$ cat src/sv/hsvp_pkg.sv
// Shared types and constants for the HSV to packed pixel converter.
// No dependencies; every other file imports this package.
package hsvp_pkg;

    localparam int FRACTION_BITS_DEF = 12;

    localparam int HUE_W       = 15;
    localparam int SAT_W       = 13;
    localparam int BYTE_W      = 8;
    localparam int WORD_W      = 32;
    localparam int SHIFT_W     = 5;
    localparam int COUNT_W     = 6;
    localparam int FORMAT_W    = 2;
    localparam int CFG_INDEX_W = 2;
    localparam int REM_W       = 12;
    localparam int SECTOR_W    = 3;

    localparam int PIPE_LATENCY = 6;

    localparam logic [HUE_W-1:0] HUE_FULL   = 15'd23040;
    localparam logic [REM_W-1:0] HUE_SECTOR = 12'd3840;

    localparam logic [FORMAT_W-1:0] FMT_RGB  = 2'd0;
    localparam logic [FORMAT_W-1:0] FMT_BGR  = 2'd1;
    localparam logic [FORMAT_W-1:0] FMT_MASK = 2'd2;
    localparam logic [FORMAT_W-1:0] FMT_BLT  = 2'd3;

    localparam logic [CFG_INDEX_W-1:0] REG_PIXEL_FORMAT = 2'd0;
    localparam logic [CFG_INDEX_W-1:0] REG_RED_MASK     = 2'd1;
    localparam logic [CFG_INDEX_W-1:0] REG_GREEN_MASK   = 2'd2;
    localparam logic [CFG_INDEX_W-1:0] REG_BLUE_MASK    = 2'd3;

    typedef struct packed {
        logic [HUE_W-1:0] hue;
        logic [SAT_W-1:0] saturation;
        logic [SAT_W-1:0] brightness;
    } hsvp_in_t;

    typedef struct packed {
        logic [WORD_W-1:0] pixel_word;
        logic [BYTE_W-1:0] red;
        logic [BYTE_W-1:0] green;
        logic [BYTE_W-1:0] blue;
    } hsvp_out_t;

    typedef struct packed {
        logic [BYTE_W-1:0] red;
        logic [BYTE_W-1:0] green;
        logic [BYTE_W-1:0] blue;
    } hsvp_rgb_t;

    typedef struct packed {
        logic [WORD_W-1:0]  quo;
        logic [BYTE_W-1:0]  rmd;
        logic [SHIFT_W-1:0] shift;
    } hsvp_mask_info_t;

    typedef struct packed {
        hsvp_mask_info_t red;
        hsvp_mask_info_t green;
        hsvp_mask_info_t blue;
    } hsvp_mask_set_t;

endpackage

$ cat src/sv/hsvp_pack.sv
// Two-stage packer: scales components into masks and assembles the pixel word.
// Depends on hsvp_pkg.
module hsvp_pack import hsvp_pkg::*; (
    input  logic                aclk,
    input  logic                aresetn,
    input  logic                in_valid,
    output logic                in_ready,
    input  hsvp_rgb_t           in_data,
    input  logic [FORMAT_W-1:0] pixel_format,
    input  hsvp_mask_set_t      mask_set,
    output logic                out_valid,
    input  logic                out_ready,
    output hsvp_out_t           out_data
);

    logic s5_ready, s6_ready;

    hsvp_mask_info_t    info [3];
    logic [BYTE_W-1:0]  comp [3];

    logic               s5_valid_reg;
    hsvp_rgb_t          s5_rgb_reg;
    logic [WORD_W-1:0]  s5_hi_reg [3];
    logic [15:0]        s5_lo_reg [3];
    logic [WORD_W-1:0]  s5_hi_next [3];
    logic [15:0]        s5_lo_next [3];

    logic               s6_valid_reg;
    hsvp_out_t          s6_out_reg;
    hsvp_out_t          s6_out_next;

    logic [WORD_W+7:0]  hi_mul [3];
    logic [16:0]        lo_adj [3];
    logic [WORD_W:0]    scaled_sum [3];
    logic [WORD_W-1:0]  placed [3];

    assign s6_ready  = !s6_valid_reg || out_ready;
    assign s5_ready  = !s5_valid_reg || s6_ready;
    assign in_ready  = s5_ready;
    assign out_valid = s6_valid_reg;
    assign out_data  = s6_out_reg;

    assign info[0] = mask_set.red;
    assign info[1] = mask_set.green;
    assign info[2] = mask_set.blue;
    assign comp[0] = in_data.red;
    assign comp[1] = in_data.green;
    assign comp[2] = in_data.blue;

    always_comb begin
        for (int c = 0; c < 3; c++) begin
            hi_mul[c]     = (WORD_W + 8)'(comp[c]) * (WORD_W + 8)'(info[c].quo);
            s5_hi_next[c] = WORD_W'(hi_mul[c]);
            s5_lo_next[c] = 16'(comp[c]) * 16'(info[c].rmd);
        end
    end

    // The low part stays below 2^16, where (x + 1 + x/256) / 256 equals x / 255.
    always_comb begin
        for (int c = 0; c < 3; c++) begin
            lo_adj[c]     = 17'(s5_lo_reg[c]) + 17'(1) + 17'(s5_lo_reg[c][15:8]);
            scaled_sum[c] = (WORD_W + 1)'(s5_hi_reg[c]) + (WORD_W + 1)'(lo_adj[c][15:8]);
            placed[c]     = WORD_W'(scaled_sum[c]) << info[c].shift;
        end
        s6_out_next.red   = s5_rgb_reg.red;
        s6_out_next.green = s5_rgb_reg.green;
        s6_out_next.blue  = s5_rgb_reg.blue;
        case (pixel_format)
            FMT_RGB: s6_out_next.pixel_word = {8'd0, s5_rgb_reg.blue, s5_rgb_reg.green,
                                               s5_rgb_reg.red};
            FMT_BGR: s6_out_next.pixel_word = {8'd0, s5_rgb_reg.red, s5_rgb_reg.green,
                                               s5_rgb_reg.blue};
            FMT_MASK: s6_out_next.pixel_word = placed[0] | placed[1] | placed[2];
            default: s6_out_next.pixel_word = '0;
        endcase
    end

    always_ff @(posedge aclk) begin
        if (!aresetn) begin
            s5_valid_reg <= 1'b0;
            s6_valid_reg <= 1'b0;
        end else begin
            if (s5_ready) s5_valid_reg <= in_valid;
            if (s6_ready) s6_valid_reg <= s5_valid_reg;
        end
    end

    always_ff @(posedge aclk) begin
        if (s5_ready && in_valid) begin
            s5_rgb_reg <= in_data;
            for (int c = 0; c < 3; c++) begin
                s5_hi_reg[c] <= s5_hi_next[c];
                s5_lo_reg[c] <= s5_lo_next[c];
            end
        end
        if (s6_ready && s5_valid_reg) begin
            s6_out_reg <= s6_out_next;
        end
    end

endmodule

$ cat config.mk
export PLATFORM = sky130hd
export DESIGN_NAME = hsvp_pack
export DESIGN_NICKNAME = d
export VERILOG_FILES = /design/src/sv/hsvp_pkg.sv /design/src/sv/hsvp_pack.sv
export SDC_FILE = /design/constraint.sdc
export NUM_CORES = 2
export LEC_CHECK = 0
export BUFFER_PORTS_ARGS = -buffer_cell sky130_fd_sc_hd__buf_2
export CAP_MARGIN = 10
export CORE_MARGIN = 4
export CORE_UTILIZATION = 45
export CTS_CLUSTER_SIZE = 28
export DETAILED_ROUTE_END_ITERATION = 12
export PLACE_DENSITY = 0.62
export SLEW_MARGIN = 15
export SYNTH_ARGS = -nofsm -noshare
export SYNTH_HDL_FRONTEND = slang
export SYNTH_SLANG_ARGS = --single-unit
$ cat constraint.sdc
create_clock -name aclk -period 8.65 [get_ports aclk]
set_input_delay 2.595 -clock aclk [delete_from_list [all_inputs] [get_ports aclk]]
set_output_delay 2.595 -clock aclk [all_outputs]
set_load 0.05 [all_outputs]
==> qor.yml <==
synthesis:
  synth_area_um2: 42300
  synth_cell_types: 100
  synth_top_area_cell: "fa_1"
  syn_inst: 4697
  avgSynthCellArea_um2: 9.00
  synthMuxAreaShare_pct: 4.53
  netlist_top_cells_area: "fa_1 (27%), edfxtp_1 (16%), ha_1 (8.1%)"
  ys_async_sr_fraction_pct: 0
  yosysSeqAreaShare_pct: 16.0
  synth_simple_gate_area_share_pct: 19.0
  syn-num-nets: 5714
  synth_ff_type: "edfxtp_1"
  yosys_register_bits: 226
  yosys.area.top_type_share_pct: 27.4
  synth_compound_area_share_pct: 13.2
  synth_adder_area_share_pct: 35.5
  synth-edff-count: 224
  yosys_warnings: 0
  synth_top_family_by_area: "adder cells"
  synthXorXnorAreaFrac_pct: 4.60
sta:
  period_minus_slack_ns: 7.55
  final_max_slew_viol_count: 0
  rsz0062_at_grt: "no"
  finalSetupViolations: 0
  layout_setup_ws_ns: 1.10
  fin_skew_ns: 0.0214
  setup_tns_ns: 0
  max_freq_mhz: 132
  slew-limit-headroom_pct: 15.3
  fin_crit_sh_pct: 87.3
  tightestPinTransition_ns: 1.25
  finalHoldViolCount: 0
power_and_ir_drop:
  p_per_area_nw_per_um2: 306
  cellLeakagePower_nw: 19.5
  vdd_drop_max_uv: 166
die:
  dieArea_um2: 98900
  num_rows: 112
  die_y_um: 314
  fp.dieW_um: 314
  initial_core_util_pct: 45.4
  placeableCoreArea_um2: 93200
  ios: 223
place:
  dpl.hpwl_um: 95400
  portBuffers: 222
  globalplace.congestion: 0.977
  dp_slack_ns: 0.561
global_route:
  grt_util_all_layers_pct: 24.1
  grt_max_degree: 69
  first_global_vias: 34424
  grt_pass1_wl_um: 192000
  antenna_found_initial: 11
  grt-ovfl-total: 0
critical_path:
  rr_worst_depth: 22
  worstPathRequired_ns: 8.97
  critical_path.endpoint: "s5_hi_reg[0][63]"
  end_kind: "flip-flop"
  r2r_end: "out_data[52]"
  r2r-start: "s5_lo_reg[0][41]"
  timing.critical_path.from: "in_data[10]"
  startpoint_type: "input pin"
  critPathMaxFanout: 19
  arrival_ns: 7.87
  crit_type: "input pin to flip-flop"
  timing.reg2reg.setup_slack_ns: 1.58
drt:
  viasPerCell: 5.69
  drc: 0
  route.vias.total: 34482
  drt_iter0_drc: 2835
  wl_per_cell_um: 19.7
  wl_um: 119000
  ant_nets: 0
  firstDrtPassIters: 6
clock_tree:
  cts_buffer_depth: 3
  post_cts_buffers: 0
  post_cts_resized: 0
  clk_pin_slew_ns: 0.06
  root_buffer: "clkbuf_16"
  cts.sinks: 226
  cts_tree: "yes"
  htree_levels: 1
  clock_latency_ns: 0.58
  cts_hold_buf: 0
  cts_inserted_buffers: 29
status:
  status: "completed"
layout:
  syn_to_final_growth_pct: 7.36
  layout-drive-gt1-share_pct: 8.75
  largest_register_ffs: 96
  fillerInstances: 8934
  nets: 5793
hold_path:
  hold_class: "flip-flop to flip-flop"
flow_run:
  max-cap-violations: 0
per-layer routing:
metal | global-route usage, % | share of wire [%] | routed length, µm
met2 | 38.7 | 46 | 54900
met4 | 8.13 | 3.8 | 4580
met3 | 3.04 | 6.6 | 7920
met5 | 0 | 0.023 | 28
met1 | 33.8 | 43 | 51900
cell usage in the layout, fill, tap and decap left out, drive strengths merged, types with 30 or more instances in the layout:
cell / count
edfxtp: 224
nor2b: 38
nand4: 34
mux2i: 87
and2: 417
ha: 273
nand2: 700
fa: 579
mux2: 34
o211ai: 43
clkbuf: 30
inv: 586
a21oi: 174
a31oi: 32
nand3: 68
and3: 30
a211oi: 38
nor3: 40
o21a: 41
xor2: 57
xnor2: 165
o21ai: 154
nor2: 199
a21o: 52
buf: 261
per-stage QoR:
stage / hold slack (ns) / cells / utilization [%] / instance area, µm² / power, mW
floorplan: 0.426 / 4697 / - / 42300 / 10.0
global placement: 0.468 / 5999 / 47.7 / 44400 / 12.5
detailed placement: 0.466 / 5999 / 47.7 / 44400 / 12.6
CTS: 0.490 / 6052 / 48.7 / 45400 / 13.9
global route: 0.509 / 6054 / 48.7 / 45400 / 15.3
finish: 0.492 / 6057 / 48.7 / 45400 / 13.9
synthesized netlist by cell type (87+ instances only):
cell / n
a21oi_1: 172
and2_1: 417
inv_1: 579
xnor2_1: 165
mux2i_1: 87
clkbuf_1: 182
nand2_1: 700
nor2_1: 197
o21ai_0: 143
edfxtp_1: 224
ha_1: 273
fa_1: 579
worst min path at each step:
stage                        startpoint  cells after the start     endpoint  slack, ns
after floorplan           s5_rgb_reg[8]                      0  out_data[8]       0.43
after global placement    s5_rgb_reg[2]                      0  out_data[2]       0.47
after detailed placement  s5_rgb_reg[6]                      0  out_data[6]       0.47
after CTS                 s5_rgb_reg[6]                      0  out_data[6]       0.49
after global routing      s5_rgb_reg[4]                      0  out_data[4]       0.51
final                     s5_rgb_reg[1]                      0  out_data[1]       0.49
logic make-up (layout without fill, tap and decap cells):
logic type / count (synthesis) / after routing
XOR/XNOR: 222 / 222
AND/OR/NAND/NOR: 1637 / 1637
other: 0 / 5
AO/OA/AOI/OAI: 811 / 811
flip-flops: 226 / 226
buffers and inverters: 799 / 900
adder cells (fa/ha/maj): 852 / 852
multiplexers: 150 / 150
layout make-up:
| type | count | area, µm² | share of cell area (%) |
|---|---|---|---|
| multi-input combinational | 3672 | 32500 | 71.6 |
| sequential | 226 | 6770 | 14.9 |
| inverter | 586 | 2200 | 4.85 |
| tap | 1254 | 1570 | 3.46 |
| timing repair buffer | 261 | 1400 | 3.09 |
| clock buffer | 30 | 729 | 1.61 |
| clock inverter | 23 | 216 | 0.477 |
| antenna | 5 | 12.5 | 0.0276 |
report_power, final:
group	switching, mW	internal [mW]
Sequential	0.408	1.93
Combinational	6.07	4.28
Clock	0.512	0.705
critical path: stages:
cell       delay (ns)
buf_2            0.33
nand2_1          0.14
fa_1             0.52
fa_1             0.55
inv_1            0.05
fa_1             0.47
inv_1            0.05
fa_1             0.47
inv_1            0.04
ha_1             0.33
a21oi_1          0.18
nor2b_1          0.06
a311oi_1         0.25
buf_4            0.17
a211oi_1         0.12
o31ai_1          0.44
a31oi_1          0.28
a2111oi_0        0.41
o21bai_1         0.13
a21oi_1          0.18
xnor2_1          0.08
Power figures use the tool's default switching activity.
