## src/sv/hsvp_pkg.sv

```systemverilog
// Shared types and constants for the HSV to packed pixel converter.
// No dependencies; every other file imports this package.
package hsvp_pkg;

    localparam int FRACTION_BITS_DEF = 12;

    localparam int HUE_W       = 15;
    localparam int SAT_W       = 13;
    localparam int BYTE_W      = 8;
    localparam int WORD_W      = 32;
    localparam int SHIFT_W     = 5;
    localparam int COUNT_W     = 6;
    localparam int FORMAT_W    = 2;
    localparam int CFG_INDEX_W = 2;
    localparam int REM_W       = 12;
    localparam int SECTOR_W    = 3;

    localparam int PIPE_LATENCY = 6;

    localparam logic [HUE_W-1:0] HUE_FULL   = 15'd23040;
    localparam logic [REM_W-1:0] HUE_SECTOR = 12'd3840;

    localparam logic [FORMAT_W-1:0] FMT_RGB  = 2'd0;
    localparam logic [FORMAT_W-1:0] FMT_BGR  = 2'd1;
    localparam logic [FORMAT_W-1:0] FMT_MASK = 2'd2;
    localparam logic [FORMAT_W-1:0] FMT_BLT  = 2'd3;

    localparam logic [CFG_INDEX_W-1:0] REG_PIXEL_FORMAT = 2'd0;
    localparam logic [CFG_INDEX_W-1:0] REG_RED_MASK     = 2'd1;
    localparam logic [CFG_INDEX_W-1:0] REG_GREEN_MASK   = 2'd2;
    localparam logic [CFG_INDEX_W-1:0] REG_BLUE_MASK    = 2'd3;

    typedef struct packed {
        logic [HUE_W-1:0] hue;
        logic [SAT_W-1:0] saturation;
        logic [SAT_W-1:0] brightness;
    } hsvp_in_t;

    typedef struct packed {
        logic [WORD_W-1:0] pixel_word;
        logic [BYTE_W-1:0] red;
        logic [BYTE_W-1:0] green;
        logic [BYTE_W-1:0] blue;
    } hsvp_out_t;

    typedef struct packed {
        logic [BYTE_W-1:0] red;
        logic [BYTE_W-1:0] green;
        logic [BYTE_W-1:0] blue;
    } hsvp_rgb_t;

    typedef struct packed {
        logic [WORD_W-1:0]  quo;
        logic [BYTE_W-1:0]  rmd;
        logic [SHIFT_W-1:0] shift;
    } hsvp_mask_info_t;

    typedef struct packed {
        hsvp_mask_info_t red;
        hsvp_mask_info_t green;
        hsvp_mask_info_t blue;
    } hsvp_mask_set_t;

endpackage

```

## src/sv/hsvp_mask_decode.sv

```systemverilog
// Decodes the three component masks into scale factors and shift amounts.
// Two register stages; depends on hsvp_pkg.
module hsvp_mask_decode import hsvp_pkg::*; (
    input  logic              aclk,
    input  logic              aresetn,
    input  logic [WORD_W-1:0] red_mask,
    input  logic [WORD_W-1:0] green_mask,
    input  logic [WORD_W-1:0] blue_mask,
    output hsvp_mask_set_t    mask_set
);

    typedef logic [WORD_W:0][WORD_W-1:0] quo_table_t;
    typedef logic [WORD_W:0][BYTE_W-1:0] rmd_table_t;

    // The all-ones value of each possible width, split as 255 * quo + rmd.
    function automatic quo_table_t build_quo_table();
        quo_table_t       tbl;
        logic [WORD_W:0]  full;
        for (int w = 0; w <= WORD_W; w++) begin
            full   = ((WORD_W + 1)'(1) << w) - (WORD_W + 1)'(1);
            tbl[w] = WORD_W'(full / (WORD_W + 1)'(255));
        end
        return tbl;
    endfunction

    function automatic rmd_table_t build_rmd_table();
        rmd_table_t       tbl;
        logic [WORD_W:0]  full;
        for (int w = 0; w <= WORD_W; w++) begin
            full   = ((WORD_W + 1)'(1) << w) - (WORD_W + 1)'(1);
            tbl[w] = BYTE_W'(full % (WORD_W + 1)'(255));
        end
        return tbl;
    endfunction

    localparam quo_table_t QUO_TABLE = build_quo_table();
    localparam rmd_table_t RMD_TABLE = build_rmd_table();

    function automatic logic [COUNT_W-1:0] count_ones(input logic [WORD_W-1:0] m);
        logic [3:0]         part [4];
        logic [COUNT_W-1:0] total;
        for (int b = 0; b < 4; b++) begin
            part[b] = '0;
            for (int i = 0; i < 8; i++) begin
                part[b] = part[b] + 4'(m[8*b+i]);
            end
        end
        total = COUNT_W'(part[0]) + COUNT_W'(part[1]) + COUNT_W'(part[2])
              + COUNT_W'(part[3]);
        return total;
    endfunction

    function automatic logic [SHIFT_W-1:0] lowest_one(input logic [WORD_W-1:0] m);
        logic [1:0] byte_sel;
        logic [7:0] byte_val;
        logic [2:0] bit_sel;
        byte_sel = 2'd3;
        for (int b = 3; b >= 0; b--) begin
            if (m[8*b +: 8] != 8'd0) byte_sel = 2'(b);
        end
        byte_val = m[8*byte_sel +: 8];
        bit_sel  = 3'd7;
        for (int i = 7; i >= 0; i--) begin
            if (byte_val[i]) bit_sel = 3'(i);
        end
        return {byte_sel, bit_sel};
    endfunction

    logic [WORD_W-1:0]  masks [3];
    logic [COUNT_W-1:0] count_reg [3];
    logic [SHIFT_W-1:0] low_reg [3];
    hsvp_mask_info_t    info_reg [3];

    assign masks[0] = red_mask;
    assign masks[1] = green_mask;
    assign masks[2] = blue_mask;

    always_ff @(posedge aclk) begin
        if (!aresetn) begin
            for (int c = 0; c < 3; c++) begin
                count_reg[c] <= '0;
                low_reg[c]   <= '0;
                info_reg[c]  <= '0;
            end
        end else begin
            for (int c = 0; c < 3; c++) begin
                count_reg[c]      <= count_ones(masks[c]);
                low_reg[c]        <= lowest_one(masks[c]);
                info_reg[c].quo   <= QUO_TABLE[count_reg[c]];
                info_reg[c].rmd   <= RMD_TABLE[count_reg[c]];
                info_reg[c].shift <= low_reg[c];
            end
        end
    end

    assign mask_set.red   = info_reg[0];
    assign mask_set.green = info_reg[1];
    assign mask_set.blue  = info_reg[2];

endmodule

```

## config.mk

```make
export PLATFORM = sky130hd
export DESIGN_NAME = hsvp_mask_decode
export DESIGN_NICKNAME = d
export VERILOG_FILES = /design/src/sv/hsvp_pkg.sv /design/src/sv/hsvp_mask_decode.sv
export SDC_FILE = /design/constraint.sdc
export NUM_CORES = 1
export LEC_CHECK = 0
export BUFFER_PORTS_ARGS = -buffer_cell sky130_fd_sc_hd__buf_2
export CAP_MARGIN = 10
export CORE_ASPECT_RATIO = 0.7
export CORE_MARGIN = 10
export CORE_UTILIZATION = 47
export CTS_CLUSTER_DIAMETER = 80
export DETAILED_ROUTE_END_ITERATION = 16
export PLACE_DENSITY = 0.85
export RECOVER_POWER = 25
export SETUP_SLACK_MARGIN = 0.15
export SKIP_LAST_GASP = 1
export SLEW_MARGIN = 20
export SYNTH_ARGS = -nofsm -noshare
export SYNTH_HDL_FRONTEND = slang
export SYNTH_SLANG_ARGS = --single-unit
```

## constraint.sdc

```tcl
create_clock -name aclk -period 4.4 [get_ports aclk]
set_input_delay 0.44 -clock aclk [delete_from_list [all_inputs] [get_ports aclk]]
set_output_delay 0.44 -clock aclk [all_outputs]
set_load 0.01 [all_outputs]
```

==> reports/qor.yml <==
status: "finished, final reports clean"
startpoint_type: "input port"
gr-total-overflow: 0
power.internal_mw: 4.160
cts_tree: "built"
switching_share_pct: 37.96
ys_seq_area_share_pct: 38.87
grt_first_pass_wirelength_mm: 33.30
num-fill-cells: 1231
cts_root_buf: "clkbuf_16"
place_area_um2: 8947
crit_path_max_fanout: 2
ys.warnings.count: 0
yosysTopAreaCell: "dfxtp_1"
num_io_pins: 233
ys_ff_latch: 144
start_util_pct: 47.85
worst_setup_path_end_kind: "flip-flop"
cp_slowest_stage_delay_ns: 0.58
fin_skew_ns: 0.01034
ant_nets: 0
power.leakage_nw: 4.914
grt_pass1_vias: 6505
ctsLongestPathBuffers: 2
numCtsBuffers: 17
grt_usage_pct: 19.42
max_cap_violations: 0
critPathRequiredTime_ns: 4.67
slowest_stage: "fa_2"
critPathKind: "input port to flip-flop"
antenna_cells: 0
sequentialPowerShare_pct: 24.4
grt_start_max_net_pins: 37
syn_area_um2: 7417
core-area_um2: 15500
fin_nets: 1239
hold_path_class: "input port to flip-flop"
synth_top_area_share_pct: 38.87
place_worst_setup_slack_ns: -0.4534
finalHoldViolations: 0
slew_headroom_pct: 37.67
area.growth.synth_to_final_pct: 30.89
postSynthCellCount: 788
place_congestion: 1.001
antenna_found_initial: 0
ys_async_sr_fraction_pct: 0
clockPowerShare_pct: 22.5
clock_sinks: 144
crit_chain: "buf_2 > inv_1 > fa_1 > fa_2 > fa_2 > fa_1 > fa_1 > fa_1 > inv_2 > ha_4 > fa_2 > a21o_1 > a21oi_2 > xor2_1 > nor2_1"
rsz0062_at_grt: "true"
holdBufCountCts: 0
dp_hpwl_mm: 17.48
clk_pin_slew_ns: 0.07
final_cell_area_um2: 9708
drc: 0
cp.arrival_ns: 4.66
num_rows: 38
layout_min_cycle_time_ns: 4.389
syn_area_per_cell_um2: 9.413
drive_gt1_share_pct: 33.36
ys_types: 55
largest_reg_flops: 111
die_area_um2: 21290
vias: 6217
fmax_ghz: 0.2278
worst_slew_pin_slew_ns: 0.9265
drt-pass1-iter-count: 5
post_drt_wl_per_cell_um: 16.92
timing.final.ws_setup_ns: 0.01062
power_switching_mw: 2.546
combPwrFrac_pct: 53.0
drt_iter0_markers: 496
synthTopCellsByArea: "dfxtp_1 (39%), fa_1 (19%), inv_1 (7.6%)"
io_buffers: 208
drt_wl_total_mm: 21.28
synth_ff_type: "dfxtp_1"
viasPerCell: 4.942
fin_crit_sh_pct: 99.76
h-tree-depth: 4
synth_edf_count: 0
ir_drop_uv: 328.7
dieWidth_um: 170.1
drv_slew: 0
crit_top_cell: "fa_1"
setup_viol: 0
die_h_um: 125.1
clock_latency_ns: 0.42
powerDensity_nw_per_um2: 690.7
[final timing paths]
check	startpoint	to	slack (ns)	depth (start not counted)
min	red_mask[3]	low_reg[0][2]	0.37	5
max reg2reg	count_reg[0][11]	info_reg[1][17]	2.92	4
min reg2reg	low_reg[0][7]	info_reg[1][2]	0.44	1
max	blue_mask[7]	count_reg[0][16]	0.01	15
[critical path, delay by kind of cell]
family / cells / cell delay, ns
and+or+nand+nor: 1 / 0.05
xor gates and xnor gates: 1 / 0.16
AOI/OAI and AO/OA: 2 / 0.30
buffers and inverters: 3 / 0.21
adders and majority gates: 8 / 3.51
[cell families (layout without fill, tap and decap cells)]
group                      count (synthesis)  count (layout)  synth area share (%)
adders and majority gates                 96              96                 23.48
other                                      1              24               0.05056
DFF                                      144             144                 38.87
and+or+nand+nor                          246             246                 16.35
xor gates and xnor gates                   6               6                0.7085
AOI/OAI and AO/OA                        104             104                 9.649
buffers and inverters                    191             438                 10.90
[metal layers]
metal	vias to the layer above	wire length [um]	track usage, %
met2	289	8999	28.36
met3	28	2129	6.759
met1	2912	9830	26.49
met4	0	323	5.761
met5	-	0	0
li1	2988	-	-
[cell usage after synthesis, drive strengths merged (2+ instances only)]
cell type  instances
inv              150
dfxtp            144
nor2              92
fa                72
nand2             30
and2              28
a21oi             24
buf               24
ha                24
nor3              24
clkbuf            17
nand3             15
nor4              15
o21ai             15
a31oi             12
nor2b              9
nand2b             8
o21a               8
a21o               6
and3               6
a41oi              5
o211a              5
or3                5
xor2               5
nand3b             4
o311ai             4
nor4b              3
or4                3
a211oi             2
a21boi             2
a311oi             2
o2111ai            2
o211ai             2
o221ai             2
o22ai              2
o31ai              2
[cell usage in the layout (no fill, tap or decap), types with 9 or more instances in the layout]
| cell | netlist | final |
|---|---|---|
| a21oi_1 | 24 | 18 |
| a31oi_1 | 12 | 12 |
| and2_1 | 27 | 27 |
| buf_2 | 0 | 196 |
| buf_4 | 24 | 47 |
| buf_6 | 0 | 13 |
| clkbuf_16 | 0 | 17 |
| conb_1 | 1 | 24 |
| dfxtp_1 | 144 | 144 |
| fa_1 | 72 | 55 |
| fa_2 | 0 | 17 |
| ha_1 | 24 | 21 |
| inv_1 | 150 | 116 |
| inv_2 | 0 | 34 |
| nand2_1 | 30 | 30 |
| nand3_1 | 15 | 15 |
| nor2_1 | 92 | 92 |
| nor2b_1 | 9 | 9 |
| nor3_1 | 24 | 24 |
| nor4_1 | 15 | 15 |
| o21ai_0 | 15 | 15 |
[stage by stage]
stage | util [%] | power [mW] | TNS, ns | hold slack [ns] | instances
3_5_place_dp | 57.73 | 5.022 | -4.005 | 0.4253 | 1224
4_1_cts | 61.91 | 6.573 | 0 | 0.3867 | 1257
6_report | 62.63 | 6.706 | 0 | 0.3699 | 1258
3_3_place_gp | 57.73 | 4.859 | -2.891 | 0.4153 | 1224
2_1_floorplan | - | 3.940 | -0.3384 | 0.4119 | 811
5_1_grt | 62.63 | 7.305 | -0.2636 | 0.3854 | 1258
[power by group through the flow]
stage	Clock (mW)	Sequential, mW	Combinational [mW]
after floorplan	0	1.61	2.33
after global placement	0	1.65	3.21
after detailed placement	0	1.66	3.36
after CTS	1.53	1.64	3.40
after global routing	1.58	1.66	4.07
final	1.51	1.64	3.56
[final cells by class]
cell class                 instances  area, um^2  share of cell area, %
clock inverter                    13       176.4                  1.817
clock buffer                      19       442.9                  4.562
tap                              200       250.2                  2.578
inverter                         150       563.0                  5.800
sequential                       144        2883                  29.69
timing repair buffer             256        1480                  15.25
multi-input combinational        476        3913                  40.30
[what timing repair did]
item	in CTS	in global routing
pin swaps	13	19
gates cloned	0	0
endpoints found under the setup margin	4	14
endpoints found under the hold margin	0	0
gates resized for setup	9	40
setup buffers	1	1
(Power assumes the default switching activity.)
