## src/sv/hsvp_pkg.sv

```systemverilog
// Shared types and constants for the HSV to packed pixel converter.
// No dependencies; every other file imports this package.
package hsvp_pkg;

    localparam int FRACTION_BITS_DEF = 12;

    localparam int HUE_W       = 15;
    localparam int SAT_W       = 13;
    localparam int BYTE_W      = 8;
    localparam int WORD_W      = 32;
    localparam int SHIFT_W     = 5;
    localparam int COUNT_W     = 6;
    localparam int FORMAT_W    = 2;
    localparam int CFG_INDEX_W = 2;
    localparam int REM_W       = 12;
    localparam int SECTOR_W    = 3;

    localparam int PIPE_LATENCY = 6;

    localparam logic [HUE_W-1:0] HUE_FULL   = 15'd23040;
    localparam logic [REM_W-1:0] HUE_SECTOR = 12'd3840;

    localparam logic [FORMAT_W-1:0] FMT_RGB  = 2'd0;
    localparam logic [FORMAT_W-1:0] FMT_BGR  = 2'd1;
    localparam logic [FORMAT_W-1:0] FMT_MASK = 2'd2;
    localparam logic [FORMAT_W-1:0] FMT_BLT  = 2'd3;

    localparam logic [CFG_INDEX_W-1:0] REG_PIXEL_FORMAT = 2'd0;
    localparam logic [CFG_INDEX_W-1:0] REG_RED_MASK     = 2'd1;
    localparam logic [CFG_INDEX_W-1:0] REG_GREEN_MASK   = 2'd2;
    localparam logic [CFG_INDEX_W-1:0] REG_BLUE_MASK    = 2'd3;

    typedef struct packed {
        logic [HUE_W-1:0] hue;
        logic [SAT_W-1:0] saturation;
        logic [SAT_W-1:0] brightness;
    } hsvp_in_t;

    typedef struct packed {
        logic [WORD_W-1:0] pixel_word;
        logic [BYTE_W-1:0] red;
        logic [BYTE_W-1:0] green;
        logic [BYTE_W-1:0] blue;
    } hsvp_out_t;

    typedef struct packed {
        logic [BYTE_W-1:0] red;
        logic [BYTE_W-1:0] green;
        logic [BYTE_W-1:0] blue;
    } hsvp_rgb_t;

    typedef struct packed {
        logic [WORD_W-1:0]  quo;
        logic [BYTE_W-1:0]  rmd;
        logic [SHIFT_W-1:0] shift;
    } hsvp_mask_info_t;

    typedef struct packed {
        hsvp_mask_info_t red;
        hsvp_mask_info_t green;
        hsvp_mask_info_t blue;
    } hsvp_mask_set_t;

endpackage

```

## src/sv/hsvp_color.sv

```systemverilog
// Four-stage HSV to 8-bit RGB conversion pipeline with per-stage flow control.
// Depends on hsvp_pkg.
module hsvp_color import hsvp_pkg::*; #(
    parameter int FRACTION_BITS = FRACTION_BITS_DEF
) (
    input  logic      aclk,
    input  logic      aresetn,
    input  logic      in_valid,
    output logic      in_ready,
    input  hsvp_in_t  in_data,
    output logic      out_valid,
    input  logic      out_ready,
    output hsvp_rgb_t out_data
);

    localparam int F       = FRACTION_BITS;
    localparam int UNIT_W  = F + 1;
    localparam int CMP_W   = (UNIT_W > SAT_W) ? UNIT_W : SAT_W;
    localparam int INNER_W = F + REM_W;
    localparam int VZ_W    = 2 * F + 1;
    localparam int PROD_W  = 2 * F + REM_W;
    localparam int XMUL_W  = PROD_W + 5;

    logic s1_ready, s2_ready, s3_ready, s4_ready;

    logic                s1_valid_reg;
    logic [UNIT_W-1:0]   s1_sat_reg, s1_bri_reg, s1_nsat_reg;
    logic [REM_W-1:0]    s1_t_reg;
    logic [SECTOR_W-1:0] s1_sector_reg;

    logic                s2_valid_reg;
    logic [UNIT_W-1:0]   s2_bri_reg;
    logic [INNER_W-1:0]  s2_inner_reg;
    logic [VZ_W-1:0]     s2_vz_reg;
    logic [BYTE_W-1:0]   s2_cbyte_reg;
    logic [SECTOR_W-1:0] s2_sector_reg;

    logic                s3_valid_reg;
    logic [PROD_W-1:0]   s3_xm_reg;
    logic [BYTE_W-1:0]   s3_zbyte_reg, s3_cbyte_reg;
    logic [SECTOR_W-1:0] s3_sector_reg;

    logic                s4_valid_reg;
    hsvp_rgb_t           s4_rgb_reg;

    logic [CMP_W-1:0]    sat_ext, bri_ext, unit_one;
    logic [HUE_W-1:0]    hue_wrap, hue_base;
    logic [REM_W-1:0]    hue_rem;
    logic [UNIT_W-1:0]   s1_sat_next, s1_bri_next, s1_nsat_next;
    logic [REM_W-1:0]    s1_t_next;
    logic [SECTOR_W-1:0] s1_sector_next;

    logic [INNER_W:0]    inner_sum;
    logic [UNIT_W+7:0]   c_mul;
    logic [INNER_W-1:0]  s2_inner_next;
    logic [VZ_W-1:0]     s2_vz_next;
    logic [BYTE_W-1:0]   s2_cbyte_next;

    logic [VZ_W+7:0]     z_mul;
    logic [PROD_W-1:0]   s3_xm_next;
    logic [BYTE_W-1:0]   s3_zbyte_next;

    logic [XMUL_W-1:0]   x_mul;
    logic [BYTE_W-1:0]   xbyte;
    hsvp_rgb_t           s4_rgb_next;

    assign s4_ready  = !s4_valid_reg || out_ready;
    assign s3_ready  = !s3_valid_reg || s4_ready;
    assign s2_ready  = !s2_valid_reg || s3_ready;
    assign s1_ready  = !s1_valid_reg || s2_ready;
    assign in_ready  = s1_ready;
    assign out_valid = s4_valid_reg;
    assign out_data  = s4_rgb_reg;

    always_comb begin
        unit_one    = CMP_W'(1) << F;
        sat_ext     = CMP_W'(in_data.saturation);
        bri_ext     = CMP_W'(in_data.brightness);
        s1_sat_next = (sat_ext > unit_one) ? UNIT_W'(unit_one) : UNIT_W'(sat_ext);
        s1_bri_next = (bri_ext > unit_one) ? UNIT_W'(unit_one) : UNIT_W'(bri_ext);
        s1_nsat_next = UNIT_W'(unit_one) - s1_sat_next;

        hue_wrap = (in_data.hue >= HUE_FULL) ? in_data.hue - HUE_FULL : in_data.hue;
        s1_sector_next = '0;
        hue_base       = '0;
        for (int k = 1; k < 6; k++) begin
            if (hue_wrap >= HUE_W'(k * int'(HUE_SECTOR))) begin
                s1_sector_next = SECTOR_W'(k);
                hue_base       = HUE_W'(k * int'(HUE_SECTOR));
            end
        end
        hue_rem   = REM_W'(hue_wrap - hue_base);
        s1_t_next = s1_sector_next[0] ? HUE_SECTOR - hue_rem : hue_rem;
    end

    always_comb begin
        inner_sum = (INNER_W + 1)'(s1_sat_reg) * (INNER_W + 1)'(s1_t_reg)
                  + (INNER_W + 1)'(s1_nsat_reg) * (INNER_W + 1)'(HUE_SECTOR);
        s2_inner_next = INNER_W'(inner_sum);
        s2_vz_next    = VZ_W'(s1_bri_reg) * VZ_W'(s1_nsat_reg);
        c_mul         = (UNIT_W + 8)'(s1_bri_reg) * (UNIT_W + 8)'(255);
        s2_cbyte_next = c_mul[F+7:F];
    end

    always_comb begin
        s3_xm_next    = PROD_W'(s2_bri_reg) * PROD_W'(s2_inner_reg);
        z_mul         = (VZ_W + 8)'(s2_vz_reg) * (VZ_W + 8)'(255);
        s3_zbyte_next = z_mul[2*F+7:2*F];
    end

    // 255/3840 reduces to 17/256, so no division by the sector length is needed.
    always_comb begin
        x_mul = XMUL_W'(s3_xm_reg) * XMUL_W'(17);
        xbyte = x_mul[2*F+15:2*F+8];
        case (s3_sector_reg)
            3'd0: s4_rgb_next = '{red: s3_cbyte_reg, green: xbyte, blue: s3_zbyte_reg};
            3'd1: s4_rgb_next = '{red: xbyte, green: s3_cbyte_reg, blue: s3_zbyte_reg};
            3'd2: s4_rgb_next = '{red: s3_zbyte_reg, green: s3_cbyte_reg, blue: xbyte};
            3'd3: s4_rgb_next = '{red: s3_zbyte_reg, green: xbyte, blue: s3_cbyte_reg};
            3'd4: s4_rgb_next = '{red: xbyte, green: s3_zbyte_reg, blue: s3_cbyte_reg};
            default: s4_rgb_next = '{red: s3_cbyte_reg, green: s3_zbyte_reg, blue: xbyte};
        endcase
    end

    always_ff @(posedge aclk) begin
        if (!aresetn) begin
            s1_valid_reg <= 1'b0;
            s2_valid_reg <= 1'b0;
            s3_valid_reg <= 1'b0;
            s4_valid_reg <= 1'b0;
        end else begin
            if (s1_ready) s1_valid_reg <= in_valid;
            if (s2_ready) s2_valid_reg <= s1_valid_reg;
            if (s3_ready) s3_valid_reg <= s2_valid_reg;
            if (s4_ready) s4_valid_reg <= s3_valid_reg;
        end
    end

    always_ff @(posedge aclk) begin
        if (s1_ready && in_valid) begin
            s1_sat_reg    <= s1_sat_next;
            s1_bri_reg    <= s1_bri_next;
            s1_nsat_reg   <= s1_nsat_next;
            s1_t_reg      <= s1_t_next;
            s1_sector_reg <= s1_sector_next;
        end
        if (s2_ready && s1_valid_reg) begin
            s2_bri_reg    <= s1_bri_reg;
            s2_inner_reg  <= s2_inner_next;
            s2_vz_reg     <= s2_vz_next;
            s2_cbyte_reg  <= s2_cbyte_next;
            s2_sector_reg <= s1_sector_reg;
        end
        if (s3_ready && s2_valid_reg) begin
            s3_xm_reg     <= s3_xm_next;
            s3_zbyte_reg  <= s3_zbyte_next;
            s3_cbyte_reg  <= s2_cbyte_reg;
            s3_sector_reg <= s2_sector_reg;
        end
        if (s4_ready && s3_valid_reg) begin
            s4_rgb_reg <= s4_rgb_next;
        end
    end

endmodule

```

## config.mk

```make
export PLATFORM = sky130hd
export DESIGN_NAME = hsvp_color
export DESIGN_NICKNAME = d
export VERILOG_FILES = /design/src/sv/hsvp_pkg.sv /design/src/sv/hsvp_color.sv
export SDC_FILE = /design/constraint.sdc
export NUM_CORES = 2
export LEC_CHECK = 0
export BUFFER_PORTS_ARGS = -buffer_cell sky130_fd_sc_hd__buf_2
export CORE_MARGIN = 2
export CORE_UTILIZATION = 40
export DETAILED_ROUTE_END_ITERATION = 6
export PLACE_DENSITY_LB_ADDON = 0.15
export SLEW_MARGIN = 25
export SYNTH_ARGS = -nofsm -noshare
export SYNTH_HDL_FRONTEND = slang
export SYNTH_SLANG_ARGS = --single-unit
```

## constraint.sdc

```tcl
create_clock -name aclk -period 7.5 [get_ports aclk]
set_input_delay 0.75 -clock aclk [delete_from_list [all_inputs] [get_ports aclk]]
set_output_delay 0.75 -clock aclk [all_outputs]
set_load 0.02 [all_outputs]
```

==> metrics.log <==
[metrics] status: finished, final reports clean
[metrics] DR iter-0 viols: between 1000 and 1500
[metrics] share of the core filled with cells in the final layout: 0.4342
[metrics] GRT Resource Usage Total: 0.1819
[metrics] family with the most delay on the worst path: adder cells
[metrics] start of the worst register-to-register path: s1_nsat_reg[3]$_DFFE_PP_
[metrics] total grt overflow: 0
[metrics] post-route cell area: a little under 40000 µm²
[metrics] max-cap violations: 0
[metrics] Gate Count Post-Synth: roughly 3700
[metrics] TritonCTS clock tree: done
[metrics] mean post-synth cell area: 9.814 µm²
[metrics] clock buffer depth: 3
[metrics] required time at the worst-slack endpoint: slightly below 8 ns
[metrics] horizontal extent of the die: 306.1 µm
[metrics] kind of critical path: register to register
[metrics] largest net degree at the start of global routing: 56
[metrics] initial antenna violation count: 0
[metrics] synth warn: 0
[metrics] total placed instance area: roughly 38000 µm²
[metrics] Critical Path Sink Type: register
[metrics] headroom to the max-slew limit: 0.3227
[metrics] full die area: around 94000 µm²
[metrics] via count: roughly 24000
[metrics] Layout Skew: about 0.022 ns
[metrics] Post-DRT Antenna Nets: 0
[metrics] FF-to-FF setup slack: approximately 0.69 ns
[metrics] count of cells along the worst register-to-register path: 24
[metrics] cell type contributing the most total cell area after synthesis: fa_1
[metrics] height of the die: 306.1 µm
[metrics] most numerous cell in the Yosys netlist: inv_1
[metrics] top-level I/O count: 71
[metrics] number of placement rows: between 100 and 150
[metrics] number of register bits inferred by synthesis: roughly 210
[metrics] part of the Yosys area used for sequential elements: 0.1708
[metrics] Tmin final: approximately 7 ns
[metrics] post-synthesis to final-layout area growth: 7.360%
[metrics] Routed WL per cell: 16.44 µm
[metrics] number of buffer and inverter instances along the worst setup path: 5
[metrics] Fmax achieved: around 150 MHz
[metrics] TritonCTS Sinks: between 200 and 250
[metrics] number of setup buffers added after CTS: 0
[metrics] Total Negative Setup Slacks: 0 ns
[metrics] final net count: roughly 4800
[metrics] fraction of registers with async set/reset: 0
[metrics] hold-fix buffers at CTS: 0
[metrics] Slew Limit Fails: 0
[metrics] CTS Root Cell: clkbuf_16
[metrics] most frequent cells after synthesis: 834 x inv_1, 678 x fa_1, 462 x nand2_1
[metrics] actual transition at the worst max-transition pin: between 1 and 1.5 ns
[metrics] unrepaired setup endpoints after global routing: false
[metrics] Total Wirelength: 81.08 mm
[metrics] worst hold slack after final layout: 0.4121 ns
[metrics] final HPWL from detailed placement: between 60 and 70 mm
[metrics] Crit path largest cell delay: between 0.6 and 0.7 ns
[metrics] cell occurring most often along the worst timing path: fa_1
[metrics] Vias per Instance: just under 5
[metrics] starting density of the core: 0.4044
[metrics] Slowest cell on crit path: edfxtp_1
[metrics] Final setup violation count: 0
[metrics] flip-flop count of the largest register, all copies and words added: 36
[metrics] diodes inserted: 0
[metrics] min-delay worst type: register to register
[metrics] Reg clk slew, reported paths: around 0.06 ns
[metrics] Final Hold Violating Endpoints: 0
[metrics] Cell variety after synth: 77
[metrics] top cells by area in the synthesized netlist: fa_1 37%, edfxtp_1 17%, ha_1 13%
[metrics] number of fillers in the final layout: ~9000
[metrics] drt drc: 0
[metrics] end point of the critical path: s2_inner_reg[22]$_DFFE_PP_
[metrics] Crit. path cell count: 24
[metrics] detailed-routing iteration count for the pre-antenna-repair pass: 6
[metrics] number of port buffers: 70
[metrics] fraction of the cycle the final worst path needs: 0.9085
[metrics] launch point of the critical path: s1_nsat_reg[3]$_DFFE_PP_
[metrics] flip-flop cell with the highest count after synthesis: edfxtp_1
[metrics] global-route wire length before repair: between 100 and 150 mm
[metrics] Clk Latency, worst-skew pair: 0.59 ns
[metrics] series of cell instances along the critical path: inv_1 -> fa_1 -> fa_1 -> inv_1 -> ha_1 -> nor2b_1 -> o21ai_0 -> nand2_1 -> xnor2_1 -> fa_1 -> fa_1 -> inv_1 -> fa_1 -> inv_1 -> fa_1 -> inv_1 -> ha_1 -> nand3_1 -> o2111ai_1 -> a31oi_1 -> nor2b_1 -> o21ai_0 -> a21oi_1 -> xor2_1
[metrics] number of nets in the synthesized netlist: 4818
[metrics] maximum fanout along the worst path: 13
[metrics] number of buffers created by CTS: 29
[metrics] cell area after synthesis: between 30000 and 40000 µm²
[metrics] Yosys top cell area share: 0.3717
[metrics] fraction of final layout cells with drive strength greater than 1: 0.04766
[metrics] floorplan core area: between 90000 and 100000 µm²
[metrics] post-CTS sizing: 0
[metrics] crit path DAT: between 7 and 8 ns
[metrics] Post-synth EDFFs: 205
[metrics] number of H-tree levels: 1
[metrics] worst reg2reg endpoint: s2_inner_reg[22]$_DFFE_PP_
[metrics] vias in the first global route: 25730
[metrics] Critical Path Start Type: register
[metrics] RD Place Congestion: roughly 0.82
-- stage by stage --
stage	worst slack, ns	cells
after global routing	0.2050	4932
after CTS	0.5894	4932
after floorplan	0.5326	3721
after detailed placement	0.6046	4879
final	0.6861	4932
after global placement	0.6511	4879
-- cell families after synthesis --
family / synth area share
AND/OR/NAND/NOR: 0.1312
adder cells (fa/ha/maj): 0.5002
XOR/XNOR: 0.03382
buffers and inverters: 0.09837
AO/OA/AOI/OAI: 0.06250
multiplexers: 0.003152
flip-flops: 0.1708
-- cell usage in the layout, fill, tap and decap left out, types with 12 or more instances in the layout --
cell type	instances
nand3_1	34
o211ai_1	14
ha_1	374
or3_1	12
nor2_1	108
o21bai_1	13
xnor2_1	98
edfxtp_1	205
xor2_1	42
a21oi_1	100
o21a_1	21
a31oi_1	20
buf_4	33
a21o_1	33
nand2_1	462
nand2b_1	15
nor3_1	33
clkbuf_16	29
and2_1	240
inv_1	834
nor2b_1	40
o21ai_0	69
fa_1	678
buf_2	70
-- cell type report --
class                           instances  area, µm²  share of cell area
Timing Repair Buffer                  103      598.1             0.01526
Clock inverter                         21      270.3            0.006894
Tap cell                             1176       1471             0.03753
Clock buffer                           32      757.0             0.01931
Inverter                              835       3134             0.07995
Multi-Input combinational cell       2556      26740              0.6820
Sequential cell                       209       6236              0.1591
-- worst min-delay path by stage --
stage	start	endpoint	slack [ns]	depth (start not counted)
2_1_floorplan	s1_sector_reg[0]$_DFFE_PP_	s2_sector_reg[0]$_DFFE_PP_	0.40	0
3_3_place_gp	s2_cbyte_reg[2]$_DFFE_PP_	s3_cbyte_reg[2]$_DFFE_PP_	0.40	0
3_5_place_dp	s2_cbyte_reg[5]$_DFFE_PP_	s3_cbyte_reg[5]$_DFFE_PP_	0.41	0
4_1_cts	aresetn	out_valid$_SDFFE_PN0P_	0.37	2
5_1_grt	aresetn	s3_valid_reg$_SDFFE_PN0P_	0.39	2
6_report	s2_cbyte_reg[5]$_DFFE_PP_	s3_cbyte_reg[5]$_DFFE_PP_	0.41	0
-- metal layers --
metal / vias to the layer above / wire, µm / track usage
met2: 358 / 35730 / 0.2864
met1: 11970 / 41230 / 0.2759
met3: 49 / 2834 / 0.01922
li1: 11530 / - / -
met5: - / 0 / 0
met4: 0 / 1278 / 0.02759
Power is left out: the tool's default activity adds up to more than one toggle a clock period on the data nets, which glitch-free logic cannot reach.
